--- src/design/barrett_modular_exponentiation_macros.svh ---
// Assertion helpers for the modular exponentiation block.
`ifndef BARRETT_MODULAR_EXPONENTIATION_MACROS_SVH
`define BARRETT_MODULAR_EXPONENTIATION_MACROS_SVH

`ifndef SYNTHESIS
// Same-cycle implication, checked out of reset.
`define BME_ASSERT_IMP(lbl, ante, cons, msg) \
  lbl: assert property (@(posedge clk_i) disable iff (!rst_ni) (ante) |-> (cons)) \
    else $error(msg);
// Next-cycle implication, checked out of reset.
`define BME_ASSERT_NXT(lbl, ante, cons, msg) \
  lbl: assert property (@(posedge clk_i) disable iff (!rst_ni) (ante) |=> (cons)) \
    else $error(msg);
`else
`define BME_ASSERT_IMP(lbl, ante, cons, msg)
`define BME_ASSERT_NXT(lbl, ante, cons, msg)
`endif

`endif

--- src/design/bme_ram.sv ---
module bme_ram #(
  parameter int WIDTH = 32,
  parameter int DEPTH = 64
) (
  input  logic                     clk_i,
  input  logic                     we_i,
  input  logic [$clog2(DEPTH)-1:0] waddr_i,
  input  logic [WIDTH-1:0]         wdata_i,
  input  logic                     re_i,
  input  logic [$clog2(DEPTH)-1:0] raddr_i,
  output logic [WIDTH-1:0]         rdata_o
);

  logic [WIDTH-1:0] mem_q [DEPTH];

  always_ff @(posedge clk_i) begin
    if (we_i) begin
      mem_q[waddr_i] <= wdata_i;
    end
    if (re_i) begin
      rdata_o <= mem_q[raddr_i];
    end
  end

endmodule

--- config.mk ---
export PLATFORM = sky130hd
export DESIGN_NAME = bme_ram
export DESIGN_NICKNAME = d
export VERILOG_FILES = /design/src/design/barrett_modular_exponentiation_macros.svh /design/src/design/bme_ram.sv
export SDC_FILE = /design/constraint.sdc
export NUM_CORES = 2
export LEC_CHECK = 0
export ABC_AREA = 0
export BUFFER_PORTS_ARGS = -buffer_cell sky130_fd_sc_hd__buf_2
export CAP_MARGIN = 20
export CORE_MARGIN = 5
export CORE_UTILIZATION = 32
export CTS_BUF_LIST = sky130_fd_sc_hd__clkbuf_4
export DETAILED_ROUTE_END_ITERATION = 10
export PLACE_DENSITY_LB_ADDON = 0.08
export RECOVER_POWER = 100
export SLEW_MARGIN = 10
export SYNTH_ARGS = -nofsm -noshare
export SYNTH_HDL_FRONTEND = slang
export SYNTH_SLANG_ARGS = --single-unit
export TNS_END_PERCENT = 5
--- constraint.sdc ---
create_clock -name clk_i -period 3.8 [get_ports clk_i]
set_clock_uncertainty 0.2 [all_clocks]
set_input_delay 0.19 -clock clk_i [delete_from_list [all_inputs] [get_ports clk_i]]
set_output_delay 0.19 -clock clk_i [all_outputs]
set_load 0.005 [all_outputs]
==> run summary <==
Status -> complete, but fails checks
Failing checks -> max-capacitance violations, max-slew violations, negative setup slack
Synth unique cells -> 33
Worst-path clk slew -> 0.06 ns
WS Path Type -> in2reg
Final GP Congestion -> 0.7454
Maximum vdd drop -> 0.3329 mV
Overall power -> 0.04795 W
Ports -> 79
Post-Route Setup TNS -> -1.260 ns
Layout area overhead -> 17.30%
Skew-Pair Late Insertion Delay -> 1.38 ns
Hold crit path type -> in2reg
Die Span Y -> 506.3 um
Core area -> 245,500 um^2
IO Port Bufs -> 78
Aggregate global routing overflow -> 0
PwrDens -> 518.5 nW/um^2
Critical Path Source Type -> primary input
DR vias/cell -> 5.130
Gr usage total -> 0.1930
Initial Util -> 0.3211
Fillers -> 22,440
Max_cap viols -> 92
Sequential fraction of the synthesis area -> 0.7923
Num Clock Sinks -> 2,080
Resized Gates After CTS -> 0
Synthesized cell area -> 78,840 um^2
Fin area -> 92,470 um^2
Final critical-path share of the clock period -> 1.027
Die area -> 256,400 um^2
Final HPWL DP -> 141,400 um
Final setup vio count -> 17
Syn Area/Cell -> 23.72 um^2
Nets -> 4,207
Area of the multi-input gates -> 15,830 um^2
Mapped Cells -> 3,324
Switching Fraction -> 0.2269
Die X -> 506.3 um
Clk root buf -> clkbuf_4
Final WL -> 249,000 um
Flop pwr share -> 0.533
DRC -> 0
Final ANT Viol Nets -> 0
Required time worst endpoint -> 4.53 ns
Placed cell areas -> 85,210 um^2
Clock Tree Buf Depth -> 4
Tmin final -> 3.901 ns
Largest net degree at the start of global routing -> 65
Share of cells above drive strength 1 -> 0.3591
CP max stage delay -> 1.85 ns
WP data arrival -> 4.63 ns
Flops & latches, synth -> 2,080
Max-slew headroom -> -0.9930
Commonest non-fill, non-tap cell in the layout -> edfxtp_1
Vias in the first global route -> 43,480
Total number of vias -> 39,880
LEAKAGE -> 29.22 nW
RSZ-0062 raised after global routing -> no
Global-route wire length before repair -> 343,800 um
Worst Slack Setup Final -> -0.1009 ns
DR pass1 iterations -> 8
CTS tree -> yes
Clock power share -> 0.413
Final Hold Fails -> 0
Routed len/inst -> 32.03 um
Most frequent cells in the layout -> 2,080 x edfxtp_1, 819 x clkbuf_4, 544 x mux4_2, 151 x clkbuf_1, 112 x dlygate4sd3_1
Combinational fraction of design power -> 0.054
TritonCTS Buffers -> 578
Worst path bufs/invs -> 3
Switch Pwr -> 0.01088 W
Row cnt -> 182
First DRT Iteration DRCs -> 3,563
Htree depth -> 6
Pre-CTS WS -> -0.02133 ns
F_max -> 0.2563 GHz
Syn Nets -> 3,371
Reg area -> 62,460 um^2
Top delay family on crit path -> simple AND/OR/NAND/NOR gates
Slew @ Worst Pin -> 2.989 ns
Crit. End Element -> flip-flop
Syn. warnings -> 0
P_int -> 0.03707 W
CP Max Fanout -> 17
Cell Chain, Critical Path -> dlygate4sd3_1, clkbuf_1, nand3_1, nor2_1, clkbuf_2
Max-slew violations -> 2,943
Initial antenna violation count -> 25
Slowest CP cell -> nor2_1
## registers in the layout (all words and copies together) (netlist names)
signal and count:
mem_q 2048, rdata_o 32
## worst register-to-register path: stages, from the launching register on
cell	delay [ns]
edfxtp_1	0.37
mux4_2	0.48
mux2i_1	0.15
dlygate4sd3_1	0.56
nor2_1	0.04
a311oi_1	0.32
dlygate4sd3_1	0.64
nor3_1	0.06
dlygate4sd3_1	0.57
## what timing repair did
action / 4_1_cts / 5_1_grt
hold buffers: 138 / 0
hold endpoints to repair: 4133 / 0
setup buffers: 0 / 0
endpoints found under the setup margin: 0 / 0
## metal layers
metal / part of all wire / wire length (um) / GRT usage
met2: 0.50 / 125100 / 0.3288
met3: 0.052 / 12940 / 0.03544
met5: 0.00015 / 37 / 0
met4: 0.025 / 6217 / 0.05361
met1: 0.42 / 104700 / 0.2541
## synth_stat cells, drive strengths merged
| cell | n | share of area |
|---|---|---|
| and3 | 4 | 0.00032 |
| a21oi | 62 | 0.0039 |
| mux4 | 544 | 0.16 |
| nor2 | 137 | 0.0065 |
| nor2b | 15 | 0.0012 |
| o221ai | 27 | 0.0030 |
| buf | 108 | 0.0077 |
| nand2b | 8 | 0.00063 |
| o22ai | 84 | 0.0067 |
| a311oi | 8 | 0.00089 |
| nand3 | 5 | 0.00032 |
| mux2i | 93 | 0.012 |
| nand2 | 26 | 0.0012 |
| edfxtp | 2080 | 0.79 |
| nor3 | 7 | 0.00044 |
| a22oi | 12 | 0.0011 |
| clkbuf | 74 | 0.0035 |
| o32ai | 4 | 0.00044 |
| or3b | 5 | 0.00056 |
| nand3b | 5 | 0.00048 |
| a41o | 4 | 0.00051 |
| nand4b | 1 | 0.00011 |
| and2 | 2 | 0.00016 |
| a31oi | 1 | 0.000079 |
| or3 | 3 | 0.00024 |
| or2 | 3 | 0.00024 |
| nand4 | 2 | 0.00016 |
## cell type report
type | instances | share of cell area
multi-input combinational | 1062 | 0.1712
tap | 3220 | 0.04357
sequential | 2080 | 0.6754
timing repair buffer | 438 | 0.03350
clock inverter | 152 | 0.009945
antenna | 6 | 0.0001624
clock buffer | 815 | 0.06616
## per-stage QoR
step	utilization	hold slack [ns]	instances
floorplan	-	0.08887	3324
global placement	0.3470	0.3197	6658
detailed placement	0.3471	0.3149	6659
CTS	0.3826	0.002104	7764
global route	0.3767	0.09011	7771
finish	0.3767	0.1566	7773
## kinds of logic after synthesis
kind of cell,Yosys count,share of synthesized area
muxes,637,0.1672
DFF,2080,0.7923
and+or+nand+nor,223,0.01260
buffers and inverters,182,0.01124
AOI/OAI and AO/OA,202,0.01666
## power by group through the flow
stage          registers, W  clock network (W)  logic, W
3_5_place_dp         0.0260                  0   0.00258
4_1_cts              0.0255             0.0205   0.00279
3_3_place_gp         0.0260                  0   0.00253
2_1_floorplan        0.0260                  0   0.00124
6_report             0.0256             0.0198   0.00259
5_1_grt              0.0256             0.0218   0.00276
## path summary, 6_finish.rpt
check                          startpoint                      end  slack (ns)  cells past startpoint
setup / recovery               waddr_i[5]  mem_q[61][28]$_DFFE_PP_       -0.10                      5
hold / removal                 waddr_i[4]  mem_q[23][17]$_DFFE_PP_        0.16                      4
setup reg to reg   mem_q[23][4]$_DFFE_PP_     rdata_o[4]$_DFFE_PP_        0.20                      8
hold reg to reg   mem_q[12][17]$_DFFE_PP_    rdata_o[17]$_DFFE_PP_        0.67                      4
Power figures use the tool's default switching activity.
