[config.mk]
export PLATFORM = sky130hd
export DESIGN_NAME = bme_alu
export DESIGN_NICKNAME = d
export VERILOG_FILES = /design/src/design/barrett_modular_exponentiation_macros.svh /design/src/design/bme_pkg.sv /design/src/design/bme_alu.sv
export SDC_FILE = /design/constraint.sdc
export NUM_CORES = 2
export LEC_CHECK = 0
export ABC_CLOCK_PERIOD_IN_PS = 8300
export BUFFER_PORTS_ARGS = -buffer_cell sky130_fd_sc_hd__buf_2
export CORE_ASPECT_RATIO = 1.25
export CORE_MARGIN = 2
export CORE_UTILIZATION = 60
export DETAILED_ROUTE_END_ITERATION = 10
export GPL_TIMING_DRIVEN = 0
export PLACE_DENSITY_LB_ADDON = 0.08
export SYNTH_ARGS = -nofsm -noshare
export SYNTH_HDL_FRONTEND = slang
export SYNTH_SLANG_ARGS = --single-unit
[constraint.sdc]
create_clock -name vclk -period 8.3
set_clock_uncertainty 0.05 [all_clocks]
set_input_delay 0.83 -clock vclk [all_inputs]
set_output_delay 0.83 -clock vclk [all_outputs]
set_load 0.005 [all_outputs]
[src/design/barrett_modular_exponentiation_macros.svh]
// Assertion helpers for the modular exponentiation block.
`ifndef BARRETT_MODULAR_EXPONENTIATION_MACROS_SVH
`define BARRETT_MODULAR_EXPONENTIATION_MACROS_SVH

`ifndef SYNTHESIS
// Same-cycle implication, checked out of reset.
`define BME_ASSERT_IMP(lbl, ante, cons, msg) \
  lbl: assert property (@(posedge clk_i) disable iff (!rst_ni) (ante) |-> (cons)) \
    else $error(msg);
// Next-cycle implication, checked out of reset.
`define BME_ASSERT_NXT(lbl, ante, cons, msg) \
  lbl: assert property (@(posedge clk_i) disable iff (!rst_ni) (ante) |=> (cons)) \
    else $error(msg);
`else
`define BME_ASSERT_IMP(lbl, ante, cons, msg)
`define BME_ASSERT_NXT(lbl, ante, cons, msg)
`endif

`endif

[src/design/bme_pkg.sv]
package bme_pkg;

  localparam int LIMBS   = 64;
  localparam int LW      = 32;
  localparam int IN_DW   = 40;
  localparam int OUT_DW  = 40;
  localparam int OP_W    = 3;
  localparam int IDX_W   = 7;
  localparam int RIDX_W  = 6;
  localparam int CW      = $clog2(2 * LIMBS + 3);
  localparam int BW      = $clog2(LIMBS * LW);

  localparam logic [CW-1:0] K_L   = CW'(LIMBS);
  localparam logic [CW-1:0] K_LM1 = CW'(LIMBS - 1);
  localparam logic [CW-1:0] K_L1  = CW'(LIMBS + 1);
  localparam logic [CW-1:0] K_2L  = CW'(2 * LIMBS);
  localparam logic [CW-1:0] K_2L2 = CW'(2 * LIMBS + 2);
  localparam logic [BW-1:0] BIT_TOP = BW'(LIMBS * LW - 1);

  localparam logic [OP_W-1:0] OP_LOAD_BASE = 3'd0;
  localparam logic [OP_W-1:0] OP_LOAD_EXP  = 3'd1;
  localparam logic [OP_W-1:0] OP_LOAD_MOD  = 3'd2;
  localparam logic [OP_W-1:0] OP_LOAD_MU   = 3'd3;
  localparam logic [OP_W-1:0] OP_COMPUTE   = 3'd4;

  typedef enum logic {
    ALU_MAC = 1'b0,
    ALU_SUB = 1'b1
  } alu_op_e;

  typedef struct packed {
    alu_op_e         op;
    logic [LW-1:0]   a;
    logic [LW-1:0]   b;
    logic [LW-1:0]   c;
    logic [LW-1:0]   cin;
  } alu_req_t;

  typedef struct packed {
    logic [LW-1:0] lo;
    logic [LW-1:0] hi;
  } alu_rsp_t;

endpackage

[src/design/bme_alu.sv]
module bme_alu import bme_pkg::*; (
  input  alu_req_t req_i,
  output alu_rsp_t rsp_o
);

  logic [2*LW-1:0] mul;
  logic [2*LW-1:0] sum;
  logic [LW:0]     diff;

  // one limb product plus the partial sum and the running carry; fits in two limbs
  assign mul  = {{LW{1'b0}}, req_i.a} * {{LW{1'b0}}, req_i.b};
  assign sum  = mul + {{LW{1'b0}}, req_i.c} + {{LW{1'b0}}, req_i.cin};
  assign diff = {1'b0, req_i.a} - {1'b0, req_i.b} - {{LW{1'b0}}, req_i.cin[0]};

  always_comb begin
    case (req_i.op)
      ALU_MAC: begin
        rsp_o.lo = sum[LW-1:0];
        rsp_o.hi = sum[2*LW-1:LW];
      end
      ALU_SUB: begin
        rsp_o.lo = diff[LW-1:0];
        rsp_o.hi = {{(LW-1){1'b0}}, diff[LW]};
      end
      default: begin
        rsp_o.lo = '0;
        rsp_o.hi = '0;
      end
    endcase
  end

endmodule

==> metrics.cfg <==
[status]
status = finished, violations left
violations = setup timing

[timing]
setup_violations = 42
tightest_slew_ns = 0.753
finalCritPeriodShare_pct = 109
max_freq_ghz = 0.111
slew-limit-headroom_pct = 49.3
post-route-min-period_ns = 9.03
tns_ns = -19.92
setup_ws_ns = -0.729
final_hold_viol_count = 0
rsz0062_at_grt = yes
slew_violations = 0

[final_layout]
mostFrequentLayoutCell = inv_1
n_clock_buffer = 0
most-common-layout-cells = 1,169 x inv_1, 927 x fa_1, 603 x nand2_1, 432 x and2_1, 338 x ha_1
regArea_um2 = 0
area_delta_synth_final_pct = 16.4
drive_above_1_share_pct = 15.3
final_nets = 6181
num-fill-cells = 5173
seq_cells = 0
stdcell_count = 5565

[setup_path]
crit_path_max_fanout = 6
worst_ep_required_time_ns = 7.42
crit_top_cell = fa_1
startpoint = req_i[108]
critPathArrivalTime_ns = 8.15
end_kind = primary output
path_class = primary input to primary output
slowest_delay_ns = 0.76
slowest_stage = fa_2
start_kind = primary input

[synthesis]
synth_warnings = 0
synth_seq_area_share_pct = 0
syn_nets = 5887
synth.distinct_cells = 71
syn_inst = 4429
syn-mean-instance-area_um2 = 8.62
syn_area_um2 = 38200

[drt]
wl_um = 151000
drtIter0Drc = 2560
postRouteAntennaNets = 0
vias = 32667
drc = 0
dr.pass1.iters = 5
avgRoutedWirePerCell_um = 27.2
viasPerCell = 5.87

[min_path]
min_to = rsp_o[32]
holdPathStages = 5
hp-class = primary input to primary output
hp-start = req_i[32]

[global_routing]
grt_overflow = 0
grt_max_degree = 11
grt_usage_pct = 46.7
grt_pass1_wl_um = 219000
antenna_found_initial = 15
grt_pass1_vias = 34274

[cts]
cts_hold_buf = 0

[placement]
place_congestion = 1.04
dp_slack_ns = -2.67
dp_hpwl_um = 123000
placed_cells = 5461
portBuffers = 192

[die]
start_util_pct = 60.6
std_cell_rows = 103
coreArea_um2 = 63000
die_x_um = 230
dieArea_um2 = 65700
boundaryPins = 193
die_h_um = 286

[job]
drv_cap = 0

## cell usage after synthesis, types with 3 or more instances
library cell	count	area share, %
a31oi_1	9	0.15
and2_1	445	7.3
o21ai_0	65	0.85
a221o_1	4	0.10
nor4_1	5	0.082
xnor2_1	51	1.2
a211oi_1	5	0.098
a221oi_1	3	0.069
ha_1	368	12
o221ai_1	4	0.092
a21oi_1	121	1.6
nand2b_1	6	0.098
o21a_1	10	0.20
nand4_1	21	0.34
nor3_1	19	0.25
nor2b_1	8	0.13
xor2_1	35	0.80
or3_1	7	0.11
fa_1	961	50
o211ai_1	7	0.14
a21o_1	51	1.0
clkbuf_1	218	2.1
inv_1	1196	12
and3_1	4	0.066
nand2_1	616	6.1
nand3_1	11	0.14
mux2_2	3	0.088
buf_2	4	0.052
o21bai_1	17	0.33
a31o_2	4	0.092
nor2_1	100	0.98
o21ai_1	4	0.052
## stage by stage
stage | area (um2) | utilization, % | hold slack [ns]
final | 44500 | 70.5 | 2.08
after global routing | 44400 | 70.5 | 2.15
after CTS | 43500 | 69.0 | 2.08
after detailed placement | 40200 | 63.8 | 2.08
after global placement | 40200 | 63.8 | 2.07
after floorplan | 38200 | - | 1.77
## logic make-up (layout without fill, tap and decap cells)
family	Yosys count	count (layout)	synth area share, %
compound gates	338	338	5.78
xor+xnor	86	86	1.97
fa+ha+maj	1329	1329	62.4
buf+inv	1421	1713	14.0
mux	4	4	0.115
other cells	0	4	0
simple gates	1251	1251	15.7
## critical path: cells and delay by family
kind | cells | cell delay (ns)
xor gates and xnor gates | 1 | 0.18
and+or+nand+nor | 3 | 0.35
adders and majority gates | 9 | 4.58
AOI/OAI and AO/OA | 7 | 1.49
buffers and inverters | 7 | 0.65
## layout make-up
cell class | instances | area [um2] | area share, %
Tap cell | 840 | 1050 | 2.36
Inverter | 1196 | 4500 | 10.1
Antenna cell | 4 | 10.0 | 0.0225
Buffer | 216 | 2700 | 6.08
Timing Repair Buffer | 301 | 2170 | 4.89
Multi-Input combinational cell | 3008 | 34000 | 76.5
## how the worst max path moves through the flow
| stage | slack [ns] | end | cells after the start |
|---|---|---|---|
| finish | -0.73 | rsp_o[28] | 27 |
| global route | -0.93 | rsp_o[27] | 27 |
| CTS | -0.72 | rsp_o[28] | 27 |
| detailed placement | -2.67 | rsp_o[25] | 27 |
| global placement | -2.70 | rsp_o[25] | 27 |
| floorplan | -0.0004 | rsp_o[31] | 26 |
## routing by layer
metal	up-vias	routed length (um)	GRT usage [%]
met1	16339	47800	52.7
li1	13373	-	-
met4	6	19500	45.1
met2	2118	68800	74.5
met5	-	42	0
met3	831	15200	8.82
## timing repair
item,CTS,global route
pin swaps,101,95
setup buffers,75,35
resized for setup,733,234
endpoints found under the setup margin,52,48
